[config.mk]
export PLATFORM = sky130hd
export DESIGN_NAME = utf8_to_pdf_string_escaper
export DESIGN_NICKNAME = d
export VERILOG_FILES = /design/src/hw/rtl/u8pdfesc_pkg.sv /design/src/hw/rtl/u8pdfesc_front.sv /design/src/hw/rtl/u8pdfesc_fifo.sv /design/src/hw/rtl/u8pdfesc_back.sv /design/src/hw/rtl/utf8_to_pdf_string_escaper.sv
export SDC_FILE = /design/constraint.sdc
export NUM_CORES = 1
export LEC_CHECK = 0
export BUFFER_PORTS_ARGS = -buffer_cell sky130_fd_sc_hd__buf_2
export CORE_AREA = 2 2 95 97
export DETAILED_ROUTE_END_ITERATION = 8
export DIE_AREA = 0 0 97 99
export PLACE_DENSITY = 0.75
export SLEW_MARGIN = 0
export SYNTH_ARGS = -nofsm -noshare
export SYNTH_HDL_FRONTEND = slang
export SYNTH_SLANG_ARGS = --single-unit
[constraint.sdc]
create_clock -name clk -period 3.6 [get_ports clk]
set_input_delay 0.54 -clock clk [delete_from_list [all_inputs] [get_ports clk]]
set_output_delay 0.54 -clock clk [all_outputs]
set_load 0.005 [all_outputs]
[src/hw/rtl/u8pdfesc_pkg.sv]
// shared types and constants for the utf-8 to pdf string escaper
package u8pdfesc_pkg;

    // default depth of the queue between decoder and expander
    localparam int U8_FIFO_DEPTH = 4;

    // stored code point bits while a sequence is open (3 + 6 + 6)
    localparam int PART_W = 15;
    // full code point width
    localparam int CP_W   = 21;

    typedef enum logic [1:0] {
        ERR_NONE        = 2'd0,
        ERR_INVALID     = 2'd1,
        ERR_UNSUPPORTED = 2'd2
    } err_t;

    // what the expander emits for one queued entry
    typedef enum logic [1:0] {
        OP_BYTE = 2'd0,  // one byte
        OP_ESC  = 2'd1,  // backslash then the byte
        OP_EURO = 2'd2,  // backslash '2' '0' '0'
        OP_MARK = 2'd3   // one result with no byte: error and/or end of text
    } op_t;

    typedef struct packed {
        op_t        op;
        logic [7:0] data;
        err_t       err;
        logic       eot;
    } desc_t;

    // queue status seen by the decoder and the expander
    typedef struct packed {
        logic full;
        logic empty;
    } qstat_t;

    localparam logic [7:0] CH_BSLASH = 8'h5C;
    localparam logic [7:0] CH_TWO    = 8'h32;
    localparam logic [7:0] CH_ZERO   = 8'h30;

endpackage

[src/hw/rtl/u8pdfesc_front.sv]
// utf-8 decoder and classifier: turns each input byte into at most one queue entry
module u8pdfesc_front
    import u8pdfesc_pkg::*;
(
    input  logic       clk,
    input  logic       rst_n,
    input  logic       accept,
    input  logic [7:0] in_byte,
    input  logic       eot,
    output logic       push,
    output desc_t      desc
);

    logic [PART_W-1:0] part_reg, part_next;
    logic [1:0]        rem_reg, rem_next;
    logic              latch_reg, latch_next;

    logic [CP_W-1:0]   cp;
    logic              have_cp;
    logic              ok;
    err_t              err;
    logic              has_out;
    op_t               enc_op;
    logic [7:0]        enc_data;

    always_comb
    begin
        part_next = part_reg;
        rem_next  = rem_reg;
        latch_next = latch_reg;
        cp        = '0;
        have_cp   = 1'b0;
        ok        = 1'b0;
        err       = ERR_NONE;
        has_out   = 1'b0;
        enc_op    = OP_BYTE;
        enc_data  = 8'h00;
        push      = 1'b0;
        desc      = '{op: OP_MARK, data: 8'h00, err: ERR_NONE, eot: eot};

        if (latch_reg)
        begin
            // swallow bytes until the end of the text
            if (eot)
            begin
                push       = 1'b1;
                part_next  = '0;
                rem_next   = '0;
                latch_next = 1'b0;
            end
        end
        else
        begin
            if (rem_reg == 2'd0)
            begin
                if (in_byte < 8'h80)
                begin
                    cp      = CP_W'(in_byte);
                    have_cp = 1'b1;
                end
                else if (in_byte >= 8'hC2 && in_byte <= 8'hDF)
                begin
                    part_next = PART_W'(in_byte[4:0]);
                    rem_next  = 2'd1;
                end
                else if (in_byte >= 8'hE0 && in_byte <= 8'hEF)
                begin
                    part_next = PART_W'(in_byte[3:0]);
                    rem_next  = 2'd2;
                end
                else if (in_byte >= 8'hF0 && in_byte <= 8'hF4)
                begin
                    part_next = PART_W'(in_byte[2:0]);
                    rem_next  = 2'd3;
                end
                else
                begin
                    err = ERR_INVALID;
                end
            end
            else
            begin
                ok = (in_byte[7:6] == 2'b10);
                if (ok && rem_reg == 2'd3)
                begin
                    // overlong four-byte form and values above 0x10ffff
                    if (part_reg == PART_W'(0) && in_byte < 8'h90)
                        ok = 1'b0;
                    if (part_reg == PART_W'(4) && in_byte >= 8'h90)
                        ok = 1'b0;
                    if (part_reg > PART_W'(4))
                        ok = 1'b0;
                end
                else if (ok && rem_reg == 2'd2 && part_reg < PART_W'(16))
                begin
                    // overlong three-byte form and surrogates
                    if (part_reg == PART_W'(0) && in_byte < 8'hA0)
                        ok = 1'b0;
                    if (part_reg == PART_W'(13) && in_byte >= 8'hA0)
                        ok = 1'b0;
                end
                if (!ok)
                begin
                    err = ERR_INVALID;
                end
                else
                begin
                    rem_next = rem_reg - 2'd1;
                    if (rem_reg == 2'd1)
                    begin
                        cp        = CP_W'({part_reg, in_byte[5:0]});
                        have_cp   = 1'b1;
                        part_next = '0;
                    end
                    else
                    begin
                        part_next = PART_W'({part_reg, in_byte[5:0]});
                    end
                end
            end

            if (err == ERR_NONE && have_cp)
            begin
                if (cp[CP_W-1:8] != '0)
                begin
                    has_out = 1'b1;
                    case (cp)
                        CP_W'(21'h160):  enc_data = 8'h8A;
                        CP_W'(21'h161):  enc_data = 8'h9A;
                        CP_W'(21'h17D):  enc_data = 8'h8E;
                        CP_W'(21'h17E):  enc_data = 8'h9E;
                        CP_W'(21'h20AC): enc_op   = OP_EURO;
                        default:
                        begin
                            has_out = 1'b0;
                            err     = ERR_UNSUPPORTED;
                        end
                    endcase
                end
                else
                begin
                    case (cp[7:0])
                        8'h28, 8'h29, 8'h5C:
                        begin
                            has_out  = 1'b1;
                            enc_op   = OP_ESC;
                            enc_data = cp[7:0];
                        end
                        // dropped controls
                        8'h0A, 8'h0D, 8'h09, 8'h08, 8'h0C:
                        begin
                            has_out = 1'b0;
                        end
                        default:
                        begin
                            has_out  = 1'b1;
                            enc_data = cp[7:0];
                        end
                    endcase
                end
            end

            // text ends in the middle of a sequence
            if (err == ERR_NONE && eot && rem_next != 2'd0)
                err = ERR_INVALID;

            if (err != ERR_NONE)
            begin
                push      = 1'b1;
                desc.err  = err;
                part_next = '0;
                rem_next  = '0;
                latch_next = !eot;
            end
            else if (!has_out)
            begin
                if (eot)
                begin
                    push      = 1'b1;
                    part_next = '0;
                    rem_next  = '0;
                end
            end
            else
            begin
                push      = 1'b1;
                desc.op   = enc_op;
                desc.data = enc_data;
                if (eot)
                begin
                    part_next = '0;
                    rem_next  = '0;
                end
            end
        end

        if (!accept)
            push = 1'b0;
    end

    always_ff @(posedge clk or negedge rst_n)
    begin
        if (!rst_n)
        begin
            part_reg  <= '0;
            rem_reg   <= '0;
            latch_reg <= 1'b0;
        end
        else if (accept)
        begin
            part_reg  <= part_next;
            rem_reg   <= rem_next;
            latch_reg <= latch_next;
        end
    end

`ifndef ASSERT_OFF
    // a latched error never leaves a sequence open
    a_latch_closed: assert property (@(posedge clk) disable iff (!rst_n)
        latch_reg |-> (rem_reg == 2'd0 && part_reg == '0))
        else $error("error latched with open sequence");
`endif

endmodule

[src/hw/rtl/u8pdfesc_fifo.sv]
// small flop queue of decoded entries between decoder and expander
module u8pdfesc_fifo
    import u8pdfesc_pkg::*;
#(
    parameter int DEPTH = U8_FIFO_DEPTH
)
(
    input  logic   clk,
    input  logic   rst_n,
    input  logic   push,
    input  desc_t  wr_desc,
    input  logic   pop,
    output desc_t  rd_desc,
    output qstat_t stat
);

    localparam int AW = (DEPTH > 1) ? $clog2(DEPTH) : 1;
    localparam int CW = $clog2(DEPTH + 1);

    desc_t          mem_reg [DEPTH];
    logic [AW-1:0]  wr_ptr_reg, wr_ptr_next;
    logic [AW-1:0]  rd_ptr_reg, rd_ptr_next;
    logic [CW-1:0]  cnt_reg, cnt_next;

    assign stat.full  = (cnt_reg == CW'(DEPTH));
    assign stat.empty = (cnt_reg == '0);
    assign rd_desc    = mem_reg[rd_ptr_reg];

    always_comb
    begin
        wr_ptr_next = wr_ptr_reg;
        rd_ptr_next = rd_ptr_reg;
        cnt_next    = cnt_reg;
        if (push)
            wr_ptr_next = (wr_ptr_reg == AW'(DEPTH - 1)) ? '0 : wr_ptr_reg + AW'(1);
        if (pop)
            rd_ptr_next = (rd_ptr_reg == AW'(DEPTH - 1)) ? '0 : rd_ptr_reg + AW'(1);
        if (push && !pop)
            cnt_next = cnt_reg + CW'(1);
        else if (pop && !push)
            cnt_next = cnt_reg - CW'(1);
    end

    always_ff @(posedge clk or negedge rst_n)
    begin
        if (!rst_n)
        begin
            wr_ptr_reg <= '0;
            rd_ptr_reg <= '0;
            cnt_reg    <= '0;
        end
        else
        begin
            wr_ptr_reg <= wr_ptr_next;
            rd_ptr_reg <= rd_ptr_next;
            cnt_reg    <= cnt_next;
        end
    end

    always_ff @(posedge clk)
    begin
        if (push)
            mem_reg[wr_ptr_reg] <= wr_desc;
    end

`ifndef ASSERT_OFF
    a_no_overflow: assert property (@(posedge clk) disable iff (!rst_n)
        push |-> (!stat.full || pop))
        else $error("queue write while full");
    a_no_underflow: assert property (@(posedge clk) disable iff (!rst_n)
        pop |-> !stat.empty)
        else $error("queue read while empty");
`endif

endmodule

[src/hw/rtl/u8pdfesc_back.sv]
// expander: queued entries into one result per cycle unless stalled
module u8pdfesc_back
    import u8pdfesc_pkg::*;
(
    input  logic       clk,
    input  logic       rst_n,
    input  desc_t      head,
    input  qstat_t     stat,
    output logic       pop,
    output logic       m_axis_tvalid,
    input  logic       m_axis_tready,
    output logic [7:0] m_axis_tdata,
    output logic [3:0] m_axis_tuser,
    output logic       m_axis_tlast
);

    logic [1:0] idx_reg, idx_next;
    logic [1:0] last_idx;
    logic       emit;
    logic       is_last;
    logic [7:0] byte_val;

    logic       tvalid_reg, tvalid_next;
    logic [7:0] tdata_reg;
    logic [3:0] tuser_reg;
    logic       tlast_reg;

    always_comb
    begin
        case (head.op)
            OP_EURO: last_idx = 2'd3;
            OP_ESC:  last_idx = 2'd1;
            default: last_idx = 2'd0;
        endcase

        case (head.op)
            OP_EURO:
                byte_val = (idx_reg == 2'd0) ? CH_BSLASH :
                           (idx_reg == 2'd1) ? CH_TWO : CH_ZERO;
            OP_ESC:  byte_val = (idx_reg == 2'd0) ? CH_BSLASH : head.data;
            OP_BYTE: byte_val = head.data;
            default: byte_val = 8'h00;
        endcase
    end

    assign emit    = !stat.empty && (!tvalid_reg || m_axis_tready);
    assign is_last = (idx_reg == last_idx);
    assign pop     = emit && is_last;

    always_comb
    begin
        idx_next = idx_reg;
        if (emit)
            idx_next = is_last ? 2'd0 : idx_reg + 2'd1;
        tvalid_next = tvalid_reg;
        if (emit)
            tvalid_next = 1'b1;
        else if (m_axis_tready)
            tvalid_next = 1'b0;
    end

    always_ff @(posedge clk or negedge rst_n)
    begin
        if (!rst_n)
        begin
            idx_reg    <= '0;
            tvalid_reg <= 1'b0;
        end
        else
        begin
            idx_reg    <= idx_next;
            tvalid_reg <= tvalid_next;
        end
    end

    // payload: error_code, text_done, byte_valid from the top bit down
    always_ff @(posedge clk)
    begin
        if (emit)
        begin
            tdata_reg <= byte_val;
            tlast_reg <= is_last;
            tuser_reg <= {head.err, head.eot && is_last, head.op != OP_MARK};
        end
    end

    assign m_axis_tvalid = tvalid_reg;
    assign m_axis_tdata  = tdata_reg;
    assign m_axis_tuser  = tuser_reg;
    assign m_axis_tlast  = tlast_reg;

`ifndef ASSERT_OFF
    // a result without a byte is always alone in its run
    a_mark_alone: assert property (@(posedge clk) disable iff (!rst_n)
        (m_axis_tvalid && !m_axis_tuser[0]) |-> m_axis_tlast)
        else $error("byte-less result not last of run");
    // errors never carry a byte
    a_err_no_byte: assert property (@(posedge clk) disable iff (!rst_n)
        (m_axis_tvalid && m_axis_tuser[3:2] != ERR_NONE) |-> !m_axis_tuser[0])
        else $error("error result carries a byte");
    // text done only closes a run
    a_done_last: assert property (@(posedge clk) disable iff (!rst_n)
        (m_axis_tvalid && m_axis_tuser[1]) |-> m_axis_tlast)
        else $error("text done before end of run");
`endif

endmodule

[src/hw/rtl/utf8_to_pdf_string_escaper.sv]
// top level of the utf-8 to pdf literal string escaper
//
//   channel  dir  tdata           tuser                                   tlast
//   s_axis   in   in_byte [7:0]   -                                       end_of_text
//   m_axis   out  out_byte [7:0]  [0] byte_valid [1] text_done [3:2] err  last_of_run
//
// one input byte is taken per cycle while the entry queue has room; the expander
// emits one result per cycle while m_axis is not stalled, so plain bytes sustain one
// per cycle, escaped brackets and backslash give two output results and the euro sign four
// an input transaction reaches its first result through the queue entry and then
// the output register
// reset clears the decoder state, the queue pointers and the output valid
// s_axis_tready drops only while the entry queue is full; a stalled m_axis
// fills the queue first
module utf8_to_pdf_string_escaper
    import u8pdfesc_pkg::*;
#(
    parameter int FIFO_DEPTH = U8_FIFO_DEPTH
)
(
    input  logic       clk,
    input  logic       rst_n,

    input  logic       s_axis_tvalid,
    output logic       s_axis_tready,
    input  logic [7:0] s_axis_tdata,   // [7:0] in_byte
    input  logic       s_axis_tlast,   // end_of_text

    output logic       m_axis_tvalid,
    input  logic       m_axis_tready,
    output logic [7:0] m_axis_tdata,   // [7:0] out_byte
    output logic [3:0] m_axis_tuser,   // [0] byte_valid, [1] text_done, [3:2] error_code
    output logic       m_axis_tlast    // last_of_run
);

    logic   accept;
    logic   push;
    logic   pop;
    desc_t  wr_desc;
    desc_t  head;
    qstat_t stat;

    // every input transaction is decoded, even those that queue nothing
    assign s_axis_tready = !stat.full;
    assign accept        = s_axis_tvalid && s_axis_tready;

    u8pdfesc_front u_front (
        .clk     (clk),
        .rst_n   (rst_n),
        .accept  (accept),
        .in_byte (s_axis_tdata),
        .eot     (s_axis_tlast),
        .push    (push),
        .desc    (wr_desc)
    );

    u8pdfesc_fifo #(
        .DEPTH (FIFO_DEPTH)
    ) u_fifo (
        .clk     (clk),
        .rst_n   (rst_n),
        .push    (push),
        .wr_desc (wr_desc),
        .pop     (pop),
        .rd_desc (head),
        .stat    (stat)
    );

    u8pdfesc_back u_back (
        .clk           (clk),
        .rst_n         (rst_n),
        .head          (head),
        .stat          (stat),
        .pop           (pop),
        .m_axis_tvalid (m_axis_tvalid),
        .m_axis_tready (m_axis_tready),
        .m_axis_tdata  (m_axis_tdata),
        .m_axis_tuser  (m_axis_tuser),
        .m_axis_tlast  (m_axis_tlast)
    );

endmodule

# Word level (Yosys, flattened, before mapping)
# Memories as Yosys holds them, arrays and structs flattened.
# Index checks and enable logic that the tools add are counted.
[op_classes]
muxes = 93
addsub = 6
eq_ne = 30
n_reduce_logical = 44
n_lt_le_gt_ge = 13
[op_table]
columns = ["cell", "count"]
rows = [
  ["$mux W15", 11],
  ["$eq A21 B9 Y1 const B", 4],
  ["$mux W21", 4],
  ["$mux W2", 30],
  ["$mux W8", 6],
  ["$eq A8 B4 Y1 const B", 5],
  ["$ge A8 B8 Y1 const B", 5],
  ["$mux W1", 34],
  ["$pmux W8 S4", 1],
  ["$le A8 B8 Y1 const B", 3],
  ["$lt A8 B8 Y1 const B", 3],
  ["$pmux W8 S3", 1],
  ["$eq A21 B14 Y1 const B", 1],
  ["$mux W10", 2],
  ["$logic_and A1 B1 Y1", 19],
  ["$eq A8 B6 Y1 const B", 2],
  ["$eq A15 B3 Y1 const B", 1],
  ["$eq A15 B4 Y1 const B", 1],
  ["$gt A15 B3 Y1 const B", 1],
  ["$logic_not A15 Y1", 1],
  ["$lt A15 B5 Y1 const B", 1],
  ["$reduce_bool A13 Y1", 1],
  ["$eq A2 B2 Y1 const B", 6],
  ["$mux W12", 1],
  ["23 further kinds", 42],
]
[word_totals]
wordCells = 198
memories = 1
ff_bits = 41
mem_bits_rw = 52
input_bits = 13
[mem_list]
columns = ["name", "words", "word_bits", "rd", "rd_clocked_by_memory_dff", "write_ports", "line", "rtl"]
rows = [
  ["u_fifo.mem_reg", 4, 13, 1, 0, 1, "u8pdfesc_fifo.sv:20", "desc_t mem_reg [DEPTH];"],
]

# Depth between registers and ports, before layout
# Gate-level depths: netlist of the first run.
[logic_depth]
word_depth = 30
ltp_mapped = 14
mapped_depth_nobuf = 14

# Cells and area by module
# A second synthesis of the first run with hierarchy kept.
[hier_totals]
hier_cells = 384
hier_area_um2 = 4974.8
[by_module_without_submodules]
columns = ["mod", "cells_each", "seq_area_each_um2", "instances", "area_each_um2"]
rows = [
  ["u8pdfesc_fifo", 105, 1736.7, 1, 2321.0],
  ["u8pdfesc_front", 215, 450.4, 1, 1843.0],
  ["u8pdfesc_back", 62, 465.4, 1, 800.8],
  ["utf8_to_pdf_string_escaper", 2, 0.0, 1, 10.0],
]

# Worst setup path after synthesis of the first run
# No wires, ideal clock.
[synth_path]
path_type = "reg-to-reg"
start = "register u_front.part_reg[5]"
end = "register u_fifo.cnt_reg[1]"
path_slack_ps = 165
t_required_ps = 3475
t_arrival_ps = 3311
stages_incl_launch_ff = 11
setup_ps = 125
synth_period_minus_slack_ps = 3435
cell_sequence = "dfrtp_1 -> or4_1 -> or4_4 -> or4_4 -> or2_1 -> a21oi_2 -> a21oi_2 -> ha_1 -> inv_1 -> fa_1 -> mux2_2"
[synth_via]
word_cells_on_any_way = 72
[synth_rtl]
columns = ["element", "line", "rtl"]
rows = [
  ["start, declared", "u8pdfesc_front.sv:14", "logic [PART_W-1:0] part_reg, part_next;"],
  ["start signal, assigned", "u8pdfesc_front.sv:211", "part_reg <= part_next;"],
  ["parallel branches: the longest is 23 deep, another holds $lt A15 B5 Y1", "n/a", ""],
  ["$mux W1 (*)", "u8pdfesc_front.sv:167", "if (err != ERR_NONE)"],
  ["$mux W1 (*)", "u8pdfesc_front.sv:41", "if (latch_reg)"],
  ["$mux W1 (*)", "u8pdfesc_front.sv:197", "if (!accept)"],
  ["via push", "utf8_to_pdf_string_escaper.sv:37", "logic push;"],
  ["$logic_and A1 B1 Y1 (*)", "u8pdfesc_fifo.sv:38", "if (push && !pop)"],
  ["$mux W3 (*)", "u8pdfesc_fifo.sv:38", ""],
  ["via u_fifo.cnt_next[1]", "u8pdfesc_fifo.sv:23", "logic [CW-1:0] cnt_reg, cnt_next;"],
  ["end signal, assigned", "u8pdfesc_fifo.sv:56", "cnt_reg <= cnt_next;"],
  ["end, declared", "u8pdfesc_fifo.sv:23", ""],
]
# Mark *: on every way through the listed nets, which the timed path passes. The select of a mux whose other input is x is not followed.
# A chain may end at the register's enable or synchronous reset.

# Worst setup path after layout of the first run
[layout_path]
start = "register u_front.part_reg[8]"
end = "register u_fifo.cnt_reg[1]"
# Same word-level chain as after synthesis.

==> metrics.md, run 1 <==
| Metric | Value |
|---|---|
| Status | `finished clean` |
| Mapped Area | `0.004654 sq mm` |
| Die ar. | `0.009603 sq mm` |
| Drt via density | `6.063` |
| Util after Layout | `0.6030` |
| RSZ-0062 raised after global routing | `false` |
| Reg-to-Reg Start | `u_front.part_reg[8]$_DFFE_PN0P_` |
| Worst Setup Path Type | `flip-flop to flip-flop` |
| Post-synth top cells | `edfxtp_1 (65), dfrtp_1 (28), inv_1 (20)` |
| Synth warn | `0` |
| Clock Latency Late Sink | `0.37 ns` |
| Synth top area share | `0.4194` |
| Synth async-reset ratio | `0.3011` |
| Final setup fails | `0` |
| Port bufs | `27` |
| Number of DRC markers in iteration 0 | `146` |
| Dpl hpwl | `6533 um` |
| Area contributors post-synth | `edfxtp_1 (42%), dfrtp_1 (15%), mux4_2 (6.3%)` |
| First-pass GRT wire length | `15150 um` |
| Antenna Violating Nets Remaining | `0` |
| DR pass1 iterations | `5` |
| RR Endpoint | `u_fifo.cnt_reg[1]$_DFFE_PN0P_` |
| Die Span X | `97 um` |
| Critical path cell sequence | `or4_1 > or4_4 > or4_4 > or2_1 > a21oi_2 > a21oi_2 > ha_1 > inv_1 > fa_1 > mux2_2` |
| Final TNS setup | `0 ns` |
| Fill cell count | `688` |
| Largest net degree at the start of global routing | `29` |
| Row count | `34` |
| Pre-CTS worst setup slack | `0.1051 ns` |
| R2R Setup Slk | `0.08 ns` |
| Slew Viols, Final | `0` |
| Leak pwr | `2.028 nW` |
| HP Class | `input pin to async pin` |
| Synth Register Bits | `93` |
| Worst slew pin tran | `0.7149 ns` |
| Library cells used by synthesis | `57` |
| Area Overhead vs Synth | `10.78%` |
| Final Critical Period | `3.520 ns` |
| WP data arrival | `3.78 ns` |
| CTS tree | `done` |
| PwrDens | `718.9 mW/mm^2` |
| Dpl cells | `494` |
| Post-synth EDFFs | `65` |
| Cell with the largest stage delay on the worst path | `or4_1` |
| Setup crit end kind | `flip-flop` |
| Initial Util | `0.5443` |
| Syn avg cell area | `12.82 sq um` |
| IR Drop Worst-Case VDD | `280.5 uV` |
| Vias in the first global route | `3081` |
| CORE AREA | `0.008551 sq mm` |
| Via count | `3092` |
| Max reg flops | `52` |
| Clock Skew | `0.009044 ns` |
| N_diodes | `0` |
| FMAX | `284.1 MHz` |
| Root buf cell | `clkbuf_8` |
| Crit Path Max Fanout | `4` |
| Gr usage total | `0.2014` |
| Worst r2r path cells | `10` |
| CTS Buf Count | `9` |
| DRC violations left | `0` |
| Gate count of the mapped netlist | `363` |
| Max_cap viols | `0` |
| CP Launch Type | `flip-flop` |
| Synthesized net count | `394` |
| Top_reg_cell synth | `edfxtp_1` |
| CTS sink cnt | `93` |
| Htree depth | `3` |
| Delay of the slowest critical-path stage | `0.54 ns` |
| IO Count | `28` |
| Crit path required time | `3.86 ns` |
| Share of layout cells above drive strength 1 | `0.2164` |
| GRT overflow | `0` |
| RD Place Congestion | `0.9212` |
| Non-filler instance count after layout | `510` |
| Initial antenna violation count | `0` |
| Pwr Total | `3.707 mW` |
| Post-synthesis sequential area ratio | `0.5699` |
| Worst-path clk slew | `0.10 ns` |
| Clk buf depth | `2` |
| Die height | `99 um` |
| Cell with the most instances after synthesis | `edfxtp_1` |
| Final wirelength | `9098 um` |
| WL per Instance | `17.84 um` |
| Final Hold Vio Count | `0` |
| Yosys top cell by area | `edfxtp_1` |
| Slew headroom | `0.5234` |
| Setup ws final | `0.08026 ns` |
| Tcrit/Tclk final | `0.9777` |
| Final nets | `428` |
kinds of logic (layout without fill, tap and decap cells):
family                   count (synthesis)  count (layout)  synth area share
AND/OR/NAND/NOR                        109             109            0.1341
adder cells (fa/ha/maj)                 18              18           0.05000
buffers and inverters                   40              79           0.03414
XOR/XNOR                                 6               6           0.01129
AO/OA/AOI/OAI                           76              76            0.1186
flip-flops                              93              93            0.5699
multiplexers                            21              21           0.08199
area by class of cell:
cell class | count | area (sq um) | area share
sequential | 93 | 2653 | 0.5144
multi-input combinational | 230 | 1849 | 0.3586
timing repair buffer | 43 | 255.2 | 0.04950
tap | 108 | 135.1 | 0.02621
clock buffer | 9 | 123.9 | 0.02402
inverter | 20 | 75.07 | 0.01456
clock inverter | 7 | 65.06 | 0.01262
power breakdown:
group / total (mW) / leakage (nW) / internal, mW / switching, mW
registers: 1.65 / 0.976 / 1.49 / 0.164
clock network: 0.678 / 0.0943 / 0.268 / 0.409
logic: 1.38 / 0.957 / 0.641 / 0.735
total: 3.71 / 2.03 / 2.40 / 1.31
routing by layer:
metal | up-vias | wire (um) | track usage
li1 | 1460 | - | -
met1 | 1516 | 3892 | 0.2592
met2 | 103 | 4648 | 0.3424
met3 | 13 | 410 | 0.03191
met4 | 0 | 146 | 0.08559
met5 | - | 0 | 0
timing repair:
| item | CTS | global route |
|---|---|---|
| setup buffers | 0 | 0 |
| endpoints found under the hold margin | 0 | 0 |
| resized for setup | 0 | 1 |
| endpoints found under the setup margin | 0 | 4 |
| hold buffers | 0 | 0 |
worst max-delay path, delay by kind of cell (launching register included):
kind / cells / cell delay (ns)
compound gates: 2 / 0.29
buf+inv: 1 / 0.08
fa+ha+maj: 2 / 0.61
flops: 1 / 0.42
simple gates: 4 / 1.76
mux: 1 / 0.26
how the worst max path moves through the flow:
stage	startpoint	end	slack, ns
floorplan	u_front.part_reg[5]$_DFFE_PN0P_	u_fifo.cnt_reg[1]$_DFFE_PN0P_	0.16
global placement	u_front.part_reg[8]$_DFFE_PN0P_	u_fifo.cnt_reg[1]$_DFFE_PN0P_	0.16
detailed placement	u_front.part_reg[8]$_DFFE_PN0P_	u_fifo.cnt_reg[1]$_DFFE_PN0P_	0.11
CTS	u_front.part_reg[8]$_DFFE_PN0P_	u_fifo.cnt_reg[1]$_DFFE_PN0P_	0.09
global route	u_front.part_reg[8]$_DFFE_PN0P_	u_fifo.cnt_reg[1]$_DFFE_PN0P_	0.005
finish	u_front.part_reg[8]$_DFFE_PN0P_	u_fifo.cnt_reg[1]$_DFFE_PN0P_	0.08
stage by stage:
stage / cell area, sq um / hold WS [ns]
floorplan: 4654 / 0.2444
finish: 5156 / 0.1949
detailed placement: 4961 / 0.4899
global route: 5156 / 0.2362
CTS: 5150 / 0.2181
global placement: 4961 / 0.4683
cells in the final DEF (no fill, tap or decap), types with 3 or more instances in the layout:
master,netlist,final
mux4_2,13,13
edfxtp_1,65,65
nand2_1,17,17
nor2_1,13,13
a21o_1,7,7
and2_1,8,8
nor4_1,12,11
buf_4,0,16
a21oi_1,12,12
ha_1,17,17
and3_1,3,3
dfrtp_1,28,28
o31a_1,3,3
o21a_1,3,3
o21ai_0,16,16
a32o_1,4,4
xor2_1,4,4
clkbuf_8,0,9
inv_1,20,20
nand4_1,5,5
mux2_2,5,5
or3_1,5,5
nor3_1,16,16
nor2b_1,7,7
nand3_1,4,4
a22o_1,13,13
buf_2,1,27
or4_1,4,4
nor3b_1,3,3
Power figures use the tool's default switching activity.
==> run 2, diff against run 1 <==
--- a/config.mk
+++ b/config.mk
@@ -6,10 +6,11 @@
 export NUM_CORES = 1
 export LEC_CHECK = 0
 export BUFFER_PORTS_ARGS = -buffer_cell sky130_fd_sc_hd__buf_2
-export CORE_AREA = 2 2 95 97
+export CORE_AREA = 2 2 94 96
+export CTS_BUF_LIST = sky130_fd_sc_hd__clkbuf_4 sky130_fd_sc_hd__clkbuf_8
 export DETAILED_ROUTE_END_ITERATION = 8
-export DIE_AREA = 0 0 97 99
-export PLACE_DENSITY = 0.75
+export DIE_AREA = 0 0 96 98
+export PLACE_DENSITY = 0.77
 export SLEW_MARGIN = 0
 export SYNTH_ARGS = -nofsm -noshare
 export SYNTH_HDL_FRONTEND = slang
==> metrics.md, run 2 (synthesis results as in run 1) <==
| Metric | Value |
|---|---|
| Status | `finished clean` |
| Antenna Violating Nets Remaining | `0 (unchanged)` |
| Clk buf depth | `2 (unchanged)` |
| Crit path required time | `3.67 ns (-0.19 ns)` |
| Vias in the first global route | `3019 (-2.0%)` |
| Final Hold Vio Count | `0 (unchanged)` |
| Max_cap viols | `0 (unchanged)` |
| Final Critical Period | `3.493 ns (-0.02636 ns)` |
| Buf/Inv on CP | `1 (unchanged)` |
| DR pass1 iterations | `5 (unchanged)` |
| CTS sink cnt | `93 (unchanged)` |
| RD Place Congestion | `0.9449 (+2.6%)` |
| HP Class | `input pin to async pin` |
| Share of layout cells above drive strength 1 | `0.2195 (+0.003033)` |
| Root buf cell | `clkbuf_8` |
| Leak pwr | `2.028 nW (about the same)` |
| Clock Latency Late Sink | `0.35 ns (-0.02 ns)` |
| Clock Skew | `0.01304 ns (+0.003997 ns)` |
| Max reg flops | `52 (unchanged)` |
| Setup crit end kind | `flip-flop` |
| Final setup fails | `0 (unchanged)` |
| Htree depth | `3 (unchanged)` |
| CORE AREA | `0.008466 sq mm (-1.0%)` |
| First-pass GRT wire length | `15060 um (-0.55%)` |
| Initial Util | `0.5498 (+0.005471)` |
| Fill cell count | `673 (-2.2%)` |
| Die Span X | `96 um (-1.0%)` |
| Post-CTS setup buffers | `0 (unchanged)` |
| Number of DRC markers in iteration 0 | `255 (+75%)` |
| Via count | `3093 (+0.032%)` |
| CTS tree | `done` |
| Most common cell after layout, fill and taps aside | `edfxtp_1` |
| Slew headroom | `0.5268 (+0.003399)` |
| Tcrit/Tclk final | `0.9704 (-0.007321)` |
| Worst hold margin | `0.1900 ns (-0.004885 ns)` |
| Cell with the largest stage delay on the worst path | `nor4_1` |
| IR Drop Worst-Case VDD | `223.7 uV (-20%)` |
| CTS Buf Count | `9 (unchanged)` |
| Area Overhead vs Synth | `11.34%` |
| Dpl hpwl | `6584 um (+0.78%)` |
| WP data arrival | `3.57 ns (-0.21 ns)` |
| Die height | `98 um (-1.0%)` |
| Most frequent cells in the layout | `edfxtp_1 (65), dfrtp_1 (28), buf_2 (27), inv_1 (20), nand2_1 (17)` |
| Final nets | `427 (-0.23%)` |
| Crit path depth | `9 (-1)` |
| DRC violations left | `0 (unchanged)` |
| WL per Instance | `17.68 um (-0.88%)` |
| Critical path cell sequence | `ha_1 > nor4b_1 > nand4_1 > o21ai_0 > or3_1 > mux2_2 > o21a_1 > buf_4 > nor4_1` |
| Pwr Total | `3.757 mW (+1.3%)` |
| IO Count | `28 (unchanged)` |
| Worst Setup Path Type | `flip-flop to flip-flop` |
| Worst r2r path cells | `9 (-1)` |
| Worst slew pin tran | `0.7098 ns (-0.005098 ns)` |
| Worst-path clk slew | `0.10 ns (about the same)` |
| CP Launch Type | `flip-flop` |
| PwrDens | `724.9 mW/mm^2 (+0.82%)` |
| Largest net degree at the start of global routing | `29 (unchanged)` |
| Delay of the slowest critical-path stage | `0.51 ns (-0.03 ns)` |
| Final wirelength | `9000 um (-1.1%)` |
| Crit Path Max Fanout | `9 (+5)` |
| GRT overflow | `0 (unchanged)` |
| Slew Viols, Final | `0 (unchanged)` |
| N_diodes | `0 (unchanged)` |
| Hold_buf cts | `0 (unchanged)` |
| FMAX | `286.3 MHz (+0.75%)` |
| Row count | `34 (unchanged)` |
| Drt via density | `6.077 (+0.23%)` |
| Initial antenna violation count | `0 (unchanged)` |
| Gr usage total | `0.2111 (+0.009722)` |
| Die ar. | `0.009408 sq mm (-2.0%)` |
| # resized after CTS | `0 (unchanged)` |
| Final TNS setup | `0 ns (unchanged)` |
| Cell family with most CP delay | `simple AND/OR/NAND/NOR gates` |
| Port bufs | `27 (unchanged)` |
[run 2: layer usage]
metal / track usage / wire (um) / vias to the layer above
li1: - / - / 1466
met1: 0.2721 / 3736 / 1516
met2: 0.3520 / 4711 / 97
met3: 0.04167 / 391 / 14
met4: 0.07692 / 160 / 0
met5: 0 / 0 / -
[run 2: cell type report]
cell class | instances | area, sq um | area share
inverter | 20 | 75.07 | 0.01449
tap | 108 | 135.1 | 0.02607
clock inverter | 7 | 92.59 | 0.01787
clock buffer | 9 | 123.9 | 0.02390
timing repair buffer | 42 | 247.7 | 0.04780
sequential | 93 | 2653 | 0.5118
multi-input combinational | 230 | 1856 | 0.3580
[run 2: worst paths after layout]
kind,from,slack [ns],to
min in group clk,m_axis_tready,0.42,u_back.m_axis_tvalid$_DFFE_PN0P_
max in group asynchronous,rst_n,2.99,u_back.idx_reg[1]$_DFFE_PN0P_
setup / recovery,u_front.rem_reg[1]$_DFFE_PN0P_,0.11,u_fifo.mem_reg[0][8]$_DFFE_PP_
hold / removal,rst_n,0.19,u_front.part_reg[3]$_DFFE_PN0P_
setup reg to reg,u_front.rem_reg[1]$_DFFE_PN0P_,0.11,u_fifo.mem_reg[0][8]$_DFFE_PP_
hold reg to reg,u_back.m_axis_tvalid$_DFFE_PN0P_,0.49,u_back.m_axis_tvalid$_DFFE_PN0P_
[run 2: metrics by stage]
stage          utilization  std cells  instance area (sq um)  worst slack (ns)
5_1_grt             0.6122        509                   5182          -0.02859
2_1_floorplan            -        363                   4654            0.1647
3_5_place_dp        0.5851        493                   4954           0.09143
6_report            0.6122        509                   5182            0.1066
3_3_place_gp        0.5851        493                   4954            0.1556
4_1_cts             0.6107        509                   5170           0.08360
[run 2: power breakdown]
| part | switching, mW | internal, mW |
|---|---|---|
| combinational | 0.722 | 0.639 |
| clock | 0.396 | 0.339 |
| sequential | 0.171 | 1.49 |
| total | 1.29 | 2.47 |
==> run 3, diff against run 2 <==
--- a/config.mk
+++ b/config.mk
@@ -10,7 +10,7 @@
 export CTS_BUF_LIST = sky130_fd_sc_hd__clkbuf_4 sky130_fd_sc_hd__clkbuf_8
 export DETAILED_ROUTE_END_ITERATION = 8
 export DIE_AREA = 0 0 96 98
-export PLACE_DENSITY = 0.77
+export PLACE_DENSITY = 0.8
 export SLEW_MARGIN = 0
 export SYNTH_ARGS = -nofsm -noshare
 export SYNTH_HDL_FRONTEND = slang
==> metrics.md, run 3 (synthesis results as in run 1) <==
| Metric | Value |
|---|---|
| RD Place Congestion | `0.9038 (-4.3%)` |
| CTS Buf Count | `9 (unchanged)` |
| Fill cell count | `658 (-2.2%)` |
| Antenna Violating Nets Remaining | `0 (unchanged)` |
| Gr usage total | `0.2295 (+0.01844)` |
| Switch share | `0.3565 (+0.01348)` |
| CP Launch Type | `flip-flop` |
| CTS sink cnt | `93 (unchanged)` |
| Setup ws final | `0.1016 ns (-0.004995 ns)` |
| Final wirelength | `9960 um (+11%)` |
| Crit Path Max Fanout | `4 (-5)` |
| Clock Latency Late Sink | `0.36 ns (about the same)` |
| Initial antenna violation count | `0 (unchanged)` |
| Combinational power share | `0.377 (+0.015)` |
| WL per Instance | `19.45 um (+10%)` |
| Dpl hpwl | `6969 um (+5.9%)` |
| Clock power share | `0.177 (-0.019)` |
| Share of layout cells above drive strength 1 | `0.2203 (+0.0008457)` |
| Max_cap viols | `0 (unchanged)` |
| Clock Skew | `0.01237 ns (-0.0006704 ns)` |
| Most common cell after layout, fill and taps aside | `edfxtp_1` |
| Util after Layout | `0.6101 (-0.002070)` |
| Die ar. | `0.009408 sq mm (unchanged)` |
| Area Overhead vs Synth | `10.97%` |
| Crit path from | `u_front.part_reg[8]$_DFFE_PN0P_` |
| Pre-CTS worst setup slack | `0.1250 ns (+0.03361 ns)` |
| Die height | `98 um (unchanged)` |
| HP Class | `input pin to async pin` |
| Root buf cell | `clkbuf_8` |
| Register Area | `0.002654 sq mm (about the same)` |
| Non-filler instance count after layout | `512 (+0.59%)` |
| FMAX | `285.8 MHz (-0.14%)` |
| Worst-path clk slew | `0.10 ns (about the same)` |
| RSZ-0062 raised after global routing | `true` |
| Hold_buf cts | `0 (unchanged)` |
| Slew headroom | `0.5300 (+0.003224)` |
| N_diodes | `0 (unchanged)` |
| Multi-input combinational cell area | `0.001843 sq mm (-0.67%)` |
| DRC violations left | `0 (unchanged)` |
| GRT overflow | `0 (unchanged)` |
| Final setup fails | `0 (unchanged)` |
| IR Drop Worst-Case VDD | `258.4 uV (+16%)` |
| CORE AREA | `0.008466 sq mm (unchanged)` |
| Most frequent cells in the layout | `edfxtp_1 (65), buf_2 (27), dfrtp_1 (27), inv_1 (20), buf_4 (18)` |
| Number of DRC markers in iteration 0 | `171 (-33%)` |
| Slew Viols, Final | `0 (unchanged)` |
| Max reg flops | `52 (unchanged)` |
| Status | `finished clean` |
| WP data arrival | `3.74 ns (+0.17 ns)` |
| First-pass GRT wire length | `16110 um (+7.0%)` |
| Worst Setup Path Type | `flip-flop to flip-flop` |
| Die Span X | `96 um (unchanged)` |
| Delay of the slowest critical-path stage | `0.52 ns (about the same)` |
| Htree depth | `3 (unchanged)` |
| Tcrit/Tclk final | `0.9718 (+0.001387)` |
| Clk buf depth | `2 (unchanged)` |
| Final Critical Period | `3.498 ns (+0.004995 ns)` |
| Vias in the first global route | `3226 (+6.9%)` |
| Via count | `3180 (+2.8%)` |
| Row count | `34 (unchanged)` |
| DR pass1 iterations | `6 (+1)` |
| Drt via density | `6.211 (+2.2%)` |
| Cell with the largest stage delay on the worst path | `or4_1` |
| IO Count | `28 (unchanged)` |
| Critical path cell sequence | `or4_1 > or4_4 > or4_4 > or2_1 > a21oi_2 > a21oi_2 > ha_1 > inv_1 > fa_1 > mux2_2` |
| Largest net degree at the start of global routing | `29 (unchanged)` |
| PwrDens | `722.9 mW/mm^2 (-0.27%)` |
| Initial Util | `0.5498 (unchanged)` |
| Cell family with most CP delay | `simple AND/OR/NAND/NOR gates` |
| Port bufs | `27 (unchanged)` |
| Buf/Inv on CP | `1 (unchanged)` |
| Final Hold Vio Count | `0 (unchanged)` |
| Leak pwr | `2.032 nW (+0.23%)` |
| Flop pwr share | `0.447 (+0.005)` |
| Worst hold margin | `0.1998 ns (+0.009809 ns)` |
| Worst slew pin tran | `0.7050 ns (-0.004837 ns)` |
| Final nets | `430 (+0.70%)` |
| Reg-to-Reg Start | `u_front.part_reg[8]$_DFFE_PN0P_` |
| Setup crit end kind | `flip-flop` |
| Crit path required time | `3.84 ns (+0.17 ns)` |
| CTS tree | `done` |
| Cell Int Power | `2.403 mW (-2.6%)` |
| Switching Power | `1.331 mW (+3.3%)` |
| Dpl cells | `494 (+0.20%)` |
## run 3: worst reg2reg max path, cell delays in order (launching register included)
cell	delay, ns
dfrtp_1	0.42
or4_1	0.52
or4_4	0.52
or4_4	0.44
or2_1	0.25
a21oi_2	0.16
a21oi_2	0.09
ha_1	0.22
inv_1	0.09
fa_1	0.40
mux2_2	0.27
## run 3: area by class of cell
type / instances / share of cell area
inverter: 20 / 0.01453
sequential: 93 / 0.5138
clock inverter: 7 / 0.01235
timing repair buffer: 45 / 0.05233
tap: 108 / 0.02616
multi-input combinational: 230 / 0.3568
clock buffer: 9 / 0.02398
## run 3: routing by layer
metal | up-vias | routed length [um] | track usage
met4 | 0 | 278 | 0.08901
li1 | 1473 | - | -
met1 | 1574 | 3856 | 0.2681
met5 | - | 0 | 0
met2 | 106 | 5406 | 0.4113
met3 | 27 | 417 | 0.04090
## run 3: stage by stage
| stage | setup TNS (ns) | instance area (sq um) | power [mW] |
|---|---|---|---|
| 2_1_floorplan | 0 | 4654 | 2.630 |
| 3_3_place_gp | 0 | 4961 | 2.980 |
| 3_5_place_dp | 0 | 4961 | 3.075 |
| 4_1_cts | 0 | 5149 | 3.754 |
| 5_1_grt | -0.03901 | 5165 | 3.993 |
| 6_report | 0 | 5165 | 3.734 |
## run 3: repair_timing
| item | in CTS | in global routing |
|---|---|---|
| gates resized for setup | 0 | 2 |
| endpoints found under the hold margin | 0 | 0 |
| buffers inserted | 0 | 2 |
| endpoints found under the setup margin | 0 | 6 |
## run 3: power groups by stage
stage / sequential (mW) / clock (mW) / combinational [mW]
finish: 1.67 / 0.660 / 1.41
global placement: 1.67 / 0 / 1.31
global route: 1.70 / 0.719 / 1.57
CTS: 1.67 / 0.672 / 1.41
detailed placement: 1.69 / 0 / 1.39
floorplan: 1.61 / 0 / 1.02
## run 3: final timing paths
kind	endpoint	slack [ns]	depth (start not counted)
max	u_fifo.cnt_reg[1]$_DFFE_PN0P_	0.10	10
min	u_front.part_reg[3]$_DFFE_PN0P_	0.20	1
max reg2reg	u_fifo.cnt_reg[1]$_DFFE_PN0P_	0.10	10
min reg2reg	u_back.m_axis_tvalid$_DFFE_PN0P_	0.51	2
max in group asynchronous	u_front.part_reg[6]$_DFFE_PN0P_	2.94	1
min in group clk	u_back.m_axis_tvalid$_DFFE_PN0P_	0.42	4
